## config.mk

```make
export PLATFORM = sky130hd
export DESIGN_NAME = function_prologue_recognizer
export DESIGN_NICKNAME = d
export VERILOG_FILES = /design/src/rtl/fpr_pkg.sv /design/src/rtl/fpr_decode.sv /design/src/rtl/function_prologue_recognizer.sv
export VERILOG_INCLUDE_DIRS = /design/src /design/src/rtl
export SDC_FILE = /design/constraint.sdc
export NUM_CORES = 1
export LEC_CHECK = 0
export BUFFER_PORTS_ARGS = -buffer_cell sky130_fd_sc_hd__buf_4
export CORE_ASPECT_RATIO = 1.4
export CORE_UTILIZATION = 50
export DETAILED_ROUTE_END_ITERATION = 6
export PLACE_DENSITY = 0.74
export SLEW_MARGIN = 20
export SYNTH_ARGS = -nofsm -noshare
export SYNTH_HDL_FRONTEND = slang
export SYNTH_SLANG_ARGS = --single-unit
```

## constraint.sdc

```tcl
create_clock -name i_clk -period 4.4 [get_ports i_clk]
set_input_delay 0 -clock i_clk [delete_from_list [all_inputs] [get_ports i_clk]]
set_output_delay 0 -clock i_clk [all_outputs]
set_load 0.01 [all_outputs]
```

## src/rtl/function_prologue_recognizer_assert.svh

```systemverilog
// ----------------------------------------------------------------------------
// Assertion macros for the function prologue recognizer
// Concurrent checks that compile away when SYNTHESIS is defined.
// ----------------------------------------------------------------------------
`ifndef FUNCTION_PROLOGUE_RECOGNIZER_ASSERT_SVH
`define FUNCTION_PROLOGUE_RECOGNIZER_ASSERT_SVH
`ifndef SYNTHESIS
// Antecedent true implies consequent true in the same cycle.
`define FPR_ASSERT_IMP(label, clk, rst_n, ante, cons) \
    label: assert property (@(posedge clk) disable iff (!(rst_n)) (ante) |-> (cons)) \
        else $error("implication check failed");
// Expression must hold in every cycle out of reset.
`define FPR_ASSERT_ALWAYS(label, clk, rst_n, expr) \
    label: assert property (@(posedge clk) disable iff (!(rst_n)) (expr)) \
        else $error("invariant check failed");
`else
`define FPR_ASSERT_IMP(label, clk, rst_n, ante, cons)
`define FPR_ASSERT_ALWAYS(label, clk, rst_n, expr)
`endif
`endif

```

## src/rtl/fpr_pkg.sv

```systemverilog
// ----------------------------------------------------------------------------
// fpr_pkg
// Types, instruction patterns and helpers shared by the prologue recognizer.
// ----------------------------------------------------------------------------
package fpr_pkg;

    localparam int unsigned MAX_COUNT_DEFAULT = 1023;

    // Instruction patterns.
    localparam logic [31:0] OR_MOVE_VALUE     = 32'h5800_0000;
    localparam logic [31:0] OR_IMM_MOVE_MASK  = 32'hF800_FFFF;
    localparam logic [31:0] ORR_MOVE_VALUE    = 32'hF400_5800;
    localparam logic [31:0] ORR_MOVE_MASK_A   = 32'hFC1F_FFE0;
    localparam logic [31:0] ORR_MOVE_MASK_B   = 32'hFC00_FFFF;
    localparam logic [31:0] SP_SUB_VALUE      = 32'h67FF_0000;
    localparam logic [31:0] SP_SUB_MASK       = 32'hFFFF_0007;
    localparam logic [31:0] ST_DOUBLE_VALUE   = 32'h201F_0000;
    localparam logic [31:0] ST_MASK           = 32'hFC1F_0000;
    localparam logic [31:0] ST_SINGLE_VALUE   = 32'h241F_0000;
    localparam logic [31:0] FP_ADD_VALUE      = 32'h63DF_0000;
    localparam logic [31:0] FP_ADD_MASK       = 32'hFFFF_0000;

    typedef enum logic [1:0] {
        PH_LEAD  = 2'd0,
        PH_STORE = 2'd1,
        PH_TRAIL = 2'd2
    } t_phase;

    typedef struct packed {
        logic        kind;
        logic [31:0] insn_word;
    } t_in_item;

    typedef struct packed {
        logic        is_save;
        logic [5:0]  saved_reg;
        logic [16:0] save_offset;
        logic [9:0]  words_accepted;
        logic        has_frame;
        logic [15:0] frame_size;
        logic        has_fp;
        logic [15:0] fp_add_imm;
        logic        last;
    } t_out_item;

    typedef struct packed {
        t_phase      phase;
        logic [9:0]  word_count;
        logic [15:0] frame_bytes;
        logic        frame_found;
        logic [15:0] fp_immediate;
        logic        fp_found;
    } t_scan_state;

    // Results produced by one decoded word: zero, one or two.
    typedef struct packed {
        logic [1:0] count;
        t_out_item  first;
        t_out_item  second;
    } t_dec_result;

    function automatic logic is_move(input logic [31:0] w);
        return ((w & OR_IMM_MOVE_MASK) == OR_MOVE_VALUE) ||
               ((w & ORR_MOVE_MASK_A) == ORR_MOVE_VALUE) ||
               ((w & ORR_MOVE_MASK_B) == ORR_MOVE_VALUE);
    endfunction

endpackage

```

## src/rtl/fpr_decode.sv

```systemverilog
// ----------------------------------------------------------------------------
// fpr_decode
// Classifies one instruction word against the current scan phase and forms
// the next scan state and the result items it causes.
// ----------------------------------------------------------------------------
module fpr_decode #(
    parameter int unsigned MAX_COUNT = fpr_pkg::MAX_COUNT_DEFAULT
) (
    input  fpr_pkg::t_scan_state i_state,
    input  fpr_pkg::t_in_item    i_item,
    output fpr_pkg::t_scan_state o_next_state,
    output fpr_pkg::t_dec_result o_result
);

    localparam int unsigned COUNT_CAP_INT = (MAX_COUNT < 1023) ? MAX_COUNT : 1023;
    localparam logic [9:0]  COUNT_CAP     = 10'(COUNT_CAP_INT);

    typedef enum logic [2:0] {
        ACT_FINISH,
        ACT_SKIP,
        ACT_SP_SUB,
        ACT_SINGLE,
        ACT_DOUBLE,
        ACT_FP_ADD,
        ACT_STORE_MOVE
    } t_action;

    logic [31:0]         w;
    logic                w_move;
    logic [9:0]          bumped;
    t_action             action;
    fpr_pkg::t_out_item  summary;
    fpr_pkg::t_out_item  save_a;
    fpr_pkg::t_out_item  save_b;

    assign w      = i_item.insn_word;
    assign w_move = fpr_pkg::is_move(w);
    assign bumped = (i_state.word_count < COUNT_CAP) ? i_state.word_count + 10'd1
                                                     : i_state.word_count;

    // Classify the word for the current phase.
    always_comb begin
        action = ACT_FINISH;
        if (!i_item.kind) begin
            unique case (i_state.phase)
                fpr_pkg::PH_LEAD: begin
                    if (w_move) begin
                        action = ACT_SKIP;
                    end else if ((w & fpr_pkg::SP_SUB_MASK) == fpr_pkg::SP_SUB_VALUE) begin
                        action = ACT_SP_SUB;
                    end
                end
                fpr_pkg::PH_STORE: begin
                    if ((w & fpr_pkg::ST_MASK) == fpr_pkg::ST_SINGLE_VALUE) begin
                        action = ACT_SINGLE;
                    end else if ((w & fpr_pkg::ST_MASK) == fpr_pkg::ST_DOUBLE_VALUE) begin
                        action = ACT_DOUBLE;
                    end else if ((w & fpr_pkg::FP_ADD_MASK) == fpr_pkg::FP_ADD_VALUE) begin
                        action = ACT_FP_ADD;
                    end else if (w_move) begin
                        action = ACT_STORE_MOVE;
                    end
                end
                default: begin
                    if (w_move) begin
                        action = ACT_SKIP;
                    end
                end
            endcase
        end
    end

    // Next scan state.
    always_comb begin
        o_next_state = i_state;
        unique case (action)
            ACT_FINISH: begin
                o_next_state.phase        = fpr_pkg::PH_LEAD;
                o_next_state.word_count   = '0;
                o_next_state.frame_bytes  = '0;
                o_next_state.frame_found  = 1'b0;
                o_next_state.fp_immediate = '0;
                o_next_state.fp_found     = 1'b0;
            end
            ACT_SP_SUB: begin
                o_next_state.phase       = fpr_pkg::PH_STORE;
                o_next_state.word_count  = bumped;
                o_next_state.frame_bytes = w[15:0];
                o_next_state.frame_found = 1'b1;
            end
            ACT_FP_ADD: begin
                o_next_state.phase        = fpr_pkg::PH_TRAIL;
                o_next_state.word_count   = bumped;
                o_next_state.fp_immediate = w[15:0];
                o_next_state.fp_found     = 1'b1;
            end
            ACT_STORE_MOVE: begin
                o_next_state.phase      = fpr_pkg::PH_TRAIL;
                o_next_state.word_count = bumped;
            end
            default: begin
                o_next_state.word_count = bumped;
            end
        endcase
    end

    // Result items.
    always_comb begin
        summary                = '0;
        summary.words_accepted = i_state.word_count;
        summary.has_frame      = i_state.frame_found;
        summary.frame_size     = i_state.frame_bytes;
        summary.has_fp         = i_state.fp_found;
        summary.fp_add_imm     = i_state.fp_immediate;
        summary.last           = 1'b1;

        save_a             = '0;
        save_a.is_save     = 1'b1;
        save_a.saved_reg   = {1'b0, w[25:21]};
        save_a.save_offset = {1'b0, w[15:0]};

        save_b             = save_a;
        save_b.saved_reg   = {1'b0, w[25:21]} + 6'd1;
        save_b.save_offset = {1'b0, w[15:0]} + 17'd4;
        save_b.last        = 1'b1;

        o_result        = '0;
        o_result.second = save_b;
        unique case (action)
            ACT_FINISH: begin
                o_result.count = 2'd1;
                o_result.first = summary;
            end
            ACT_SINGLE: begin
                o_result.count      = 2'd1;
                o_result.first      = save_a;
                o_result.first.last = 1'b1;
            end
            ACT_DOUBLE: begin
                o_result.count = 2'd2;
                o_result.first = save_a;
            end
            default: begin
                o_result.count = 2'd0;
                o_result.first = save_a;
            end
        endcase
    end

endmodule

```

## src/rtl/function_prologue_recognizer.sv

```systemverilog
// ----------------------------------------------------------------------------
// function_prologue_recognizer
// Scans prologue instruction words and reports saved registers and a frame
// summary at the end of each scan.
// ----------------------------------------------------------------------------
//
//   Channel   Handshake                    Payload
//   --------  ---------------------------  ----------------------------------
//   input     i_in_valid / o_in_ready      i_in_item  (fpr_pkg::t_in_item)
//   output    o_out_valid / i_out_ready    o_out_item (fpr_pkg::t_out_item)
//
// Each accepted request is held in the input register and is decoded in the
// cycle it leaves it, so with an always-ready consumer one request is taken
// per cycle unless a save report is pending. A double store yields two save
// reports; the second sits in a pending register, which holds the input
// register until that report moves on. The single output register sets the
// backpressure point. Reset (synchronous, active low) empties both stages
// and returns the scanner to the leading-moves phase with all counters clear.
// ----------------------------------------------------------------------------
module function_prologue_recognizer #(
    parameter int unsigned MAX_COUNT = fpr_pkg::MAX_COUNT_DEFAULT
) (
    input  logic               i_clk,
    input  logic               i_rst_n,
    input  logic               i_in_valid,
    output logic               o_in_ready,
    input  fpr_pkg::t_in_item  i_in_item,
    output logic               o_out_valid,
    input  logic               i_out_ready,
    output fpr_pkg::t_out_item o_out_item
);

`include "function_prologue_recognizer_assert.svh"

    localparam int unsigned COUNT_CAP_INT = (MAX_COUNT < 1023) ? MAX_COUNT : 1023;

    // Input register.
    logic                 r_in_valid;
    fpr_pkg::t_in_item    r_in;

    // Scan state carried from word to word.
    fpr_pkg::t_scan_state r_state;
    fpr_pkg::t_scan_state n_state;

    // Output register and the pending second report of a double store.
    logic                 r_out_valid;
    fpr_pkg::t_out_item   r_out;
    logic                 r_pend_valid;
    fpr_pkg::t_out_item   r_pend;

    fpr_pkg::t_dec_result dec_result;
    logic                 advance;

    fpr_decode #(
        .MAX_COUNT(MAX_COUNT)
    ) u_decode (
        .i_state      (r_state),
        .i_item       (r_in),
        .o_next_state (n_state),
        .o_result     (dec_result)
    );

    // The held request moves on when no second report is pending and its
    // results, if any, have a free output register to land in.
    assign advance = r_in_valid && !r_pend_valid &&
                     ((dec_result.count == 2'd0) || !r_out_valid || i_out_ready);

    assign o_in_ready  = !r_in_valid || advance;
    assign o_out_valid = r_out_valid;
    assign o_out_item  = r_out;

    always_ff @(posedge i_clk) begin
        if (!i_rst_n) begin
            r_in_valid   <= 1'b0;
            r_out_valid  <= 1'b0;
            r_pend_valid <= 1'b0;
            r_state      <= '{phase: fpr_pkg::PH_LEAD, default: '0};
        end else begin
            if (o_in_ready) begin
                r_in_valid <= i_in_valid;
            end
            if (advance) begin
                r_state <= n_state;
            end
            if (advance && (dec_result.count != 2'd0)) begin
                r_out_valid  <= 1'b1;
                r_pend_valid <= (dec_result.count == 2'd2);
            end else if (r_pend_valid && i_out_ready) begin
                r_pend_valid <= 1'b0;
            end else if (i_out_ready) begin
                r_out_valid <= 1'b0;
            end
        end
    end

    always_ff @(posedge i_clk) begin
        if (i_in_valid && o_in_ready) begin
            r_in <= i_in_item;
        end
        if (advance && (dec_result.count != 2'd0)) begin
            r_out  <= dec_result.first;
            r_pend <= dec_result.second;
        end else if (r_pend_valid && i_out_ready) begin
            r_out <= r_pend;
        end
    end

    // A pending report only exists behind a report in the output register.
    `FPR_ASSERT_IMP(a_pend_behind_out, i_clk, i_rst_n, r_pend_valid, r_out_valid)
    // The pending report is always the closing save of a double store.
    `FPR_ASSERT_IMP(a_pend_is_save, i_clk, i_rst_n, r_pend_valid,
                    r_pend.is_save && r_pend.last)
    // A report without the last mark must have its partner waiting.
    `FPR_ASSERT_IMP(a_first_has_partner, i_clk, i_rst_n, r_out_valid && !r_out.last,
                    r_pend_valid)
    // The word counter never passes its saturation value.
    `FPR_ASSERT_ALWAYS(a_count_capped, i_clk, i_rst_n,
                       r_state.word_count <= 10'(COUNT_CAP_INT))

endmodule
```

==> impl_metrics.ini <==
[clock_network]
cts_tree = done
cts-root-buf = clkbuf_16
cts_sinks = 174
clk_pin_slew_ns = 0.07
clock_latency_ns = 0.42
cts_buffers = 17
cts_max_path_buffers = 2
htree_num_levels = 4
cts_setup_buffers = 0

[yosys]
async_reset_ff_share_pct = 0
yosysWarnings = 0
ys_seq_elements = 174
synth_edf_count = 125
synth_cell_types = 53
yosysTopAreaCell = edfxtp_1
synth_area_leaders = edfxtp_1 54%, dfxtp_1 14%, and3_1 4.7%
synth_top_area_share_pct = 54.0
yosysSeqAreaShare_pct = 68.1
syn_area_sq_um = 6950
synthCells = 552
ys.flop_type = edfxtp_1
synth_fp_nets = 593
avgSynthCellArea_sq_um = 12.6

[die]
die_x_um = 102
core_sq_um = 13500
chipHeight_um = 142
start_util_pct = 51.7
num_rows = 50
dieArea_sq_um = 14400
io_pins = 108

[min_path]
hp-start = i_in_item[4]
min_to = r_in[4]
hold_path_depth = 2
hold_path_class = in -> reg

[route]
drt-total-wl_um = 14700
drt-pass1-iter-count = 4
drc = 0
routedWlPerCell_um = 16.7
vias_per_cell = 5.36
drtIter0Drc = 209
ant_nets = 0
vias = 4724

[critical_path]
ff2ff_setup_slack_ns = 0.77
cpMaxStageDelayCell = or4bb_2
critPathLaunchType = register
crit_chain = or4bb_2 -> nor4_4 -> and3_4 -> o211ai_1 -> xnor2_1 -> and2_2 -> o21ai_0 -> and2_1 -> buf_4
worst_ep_arrival_time_ns = 3.69
worstSetupPathType = reg -> reg
r2r_end = r_in[9]
max_stage_delay_ns = 0.69
end_kind = register
crit_fanout = 33
ff2ff_path_depth = 9
critPathRequiredTime_ns = 4.47
r2r-start = r_in[5]

[placed_design]
dp_hpwl_um = 9850
post-place-ws_ns = 0.799
io_buffer_count = 107
placed_cells = 813
place_congestion = 0.893

[run]
maxCapViolCount = 0

[final_layout]
area_growth_syn_to_layout_pct = 26.5
fin_cells = 881
layout_commonest_cell = edfxtp_1
nFillCells = 1006
nets = 727
post-route-util_pct = 65.4
diodes = 0
layout_common_cells = 125 x edfxtp_1, 114 x buf_4, 70 x nand2_1, 52 x and3_1, 49 x dfxtp_1
drive_gt1_share_pct = 23.3

[timing]
worst_slack_ns = 0.773
fmaxAchievable_mhz = 276
tightest_slew_ns = 0.693
fin_crit_sh_pct = 82.4
finalMaxSlewViolations = 0
finalCriticalPeriod_ns = 3.63
setup_tns_ns = 0
hold_viol = 0
rsz0062_at_grt = no
max_slew_margin_pct = 53.7
skew_ns = 0.0125
setup_viol = 0

[grt]
globalRouteOverflowTotal = 0
first_global_vias = 4544
grt_max_degree = 70
grt_first_pass_wirelength_um = 23000
track_usage_pct = 21.6
antenna_found_initial = 0

[pwr]
power_leakage_uw = 0.00344
total_power_uw = 3480
ir_drop_v = 0.000247
p_per_area_nw_per_um2 = 396

[outcome]
status = completed
==> registers in the layout (all words and copies together), names as in the netlist <==
name / cells
o_out_valid: 1
r_in: 33
o_out_item: 69
r_pend_valid: 1
r_state: 46
r_in_valid: 1
r_pend: 23
==> Yosys cell counts, types with 6 or more instances <==
| cell | n |
|---|---|
| nand2_1 | 71 |
| dfxtp_1 | 49 |
| nand3_1 | 23 |
| clkbuf_1 | 14 |
| buf_4 | 6 |
| xor2_1 | 6 |
| a22o_1 | 16 |
| nor2_1 | 19 |
| nand4_1 | 9 |
| or3_1 | 8 |
| and3_1 | 52 |
| o31ai_1 | 6 |
| o21ai_0 | 22 |
| inv_1 | 11 |
| buf_2 | 12 |
| edfxtp_1 | 125 |
| o21ai_1 | 6 |
| xnor2_1 | 10 |
| a21oi_1 | 27 |
| nor3_1 | 6 |
==> metrics by stage <==
stage / area [sq um] / hold slack [ns]
6_report: 8800 / 0.293
3_5_place_dp: 7870 / 0.179
4_1_cts: 8800 / 0.284
2_1_floorplan: 6950 / 0.0989
5_1_grt: 8800 / 0.291
3_3_place_gp: 7870 / 0.178
==> power breakdown <==
| group | internal, uW | switching (uW) |
|---|---|---|
| logic | 96.1 | 108 |
| registers | 1820 | 41.1 |
| clock network | 787 | 632 |
==> worst max path at each step <==
stage,from,end,slack [ns],depth (start not counted)
global route,r_in[5],r_in[9],0.52,9
CTS,r_in[5],r_in[13],0.78,9
global placement,r_in[5],r_in[24],0.92,9
finish,r_in[5],r_in[9],0.77,9
floorplan,r_in[5],o_out_item[0],0.00003,10
detailed placement,r_in[5],r_in[13],0.80,9
==> critical path, delay by kind of cell, from the launching register on <==
family,cells,cell delay (ns)
compound gates,2,0.45
xor+xnor,1,0.22
buf+inv,1,0.37
flops,1,0.53
simple gates,5,1.70
==> cell type report <==
| type | instances | area, sq um | area share, % |
|---|---|---|---|
| clock buffers | 17 | 425 | 4.84 |
| clock inverters | 15 | 144 | 1.64 |
| inverters | 11 | 41.3 | 0.469 |
| multi-input cells | 331 | 1990 | 22.6 |
| flip-flops and latches | 174 | 4730 | 53.8 |
| well taps | 182 | 228 | 2.59 |
| repair buffers | 151 | 1240 | 14.1 |
==> cells by family after synthesis <==
logic type,synth area share (%)
and+or+nand+nor,17.1
DFF,68.1
AOI/OAI and AO/OA,8.46
buffers and inverters,3.42
xor gates and xnor gates,2.02
adders and majority gates,0.720
muxes,0.144
==> routing by layer <==
metal / GRT usage, % / vias to the layer above / routed length (um)
met5: 0 / - / 0
met4: 8.85 / 0 / 392
met3: 4.33 / 32 / 647
met2: 36.8 / 148 / 7560
met1: 26.5 / 2242 / 6080
li1: - / 2302 / -
==> repair_timing <==
item	in CTS	in global routing
endpoints found under the hold margin	39	0
hold buffers	36	0
resized for setup	0	0
Note: power is estimated with default switching activity, not from simulation.
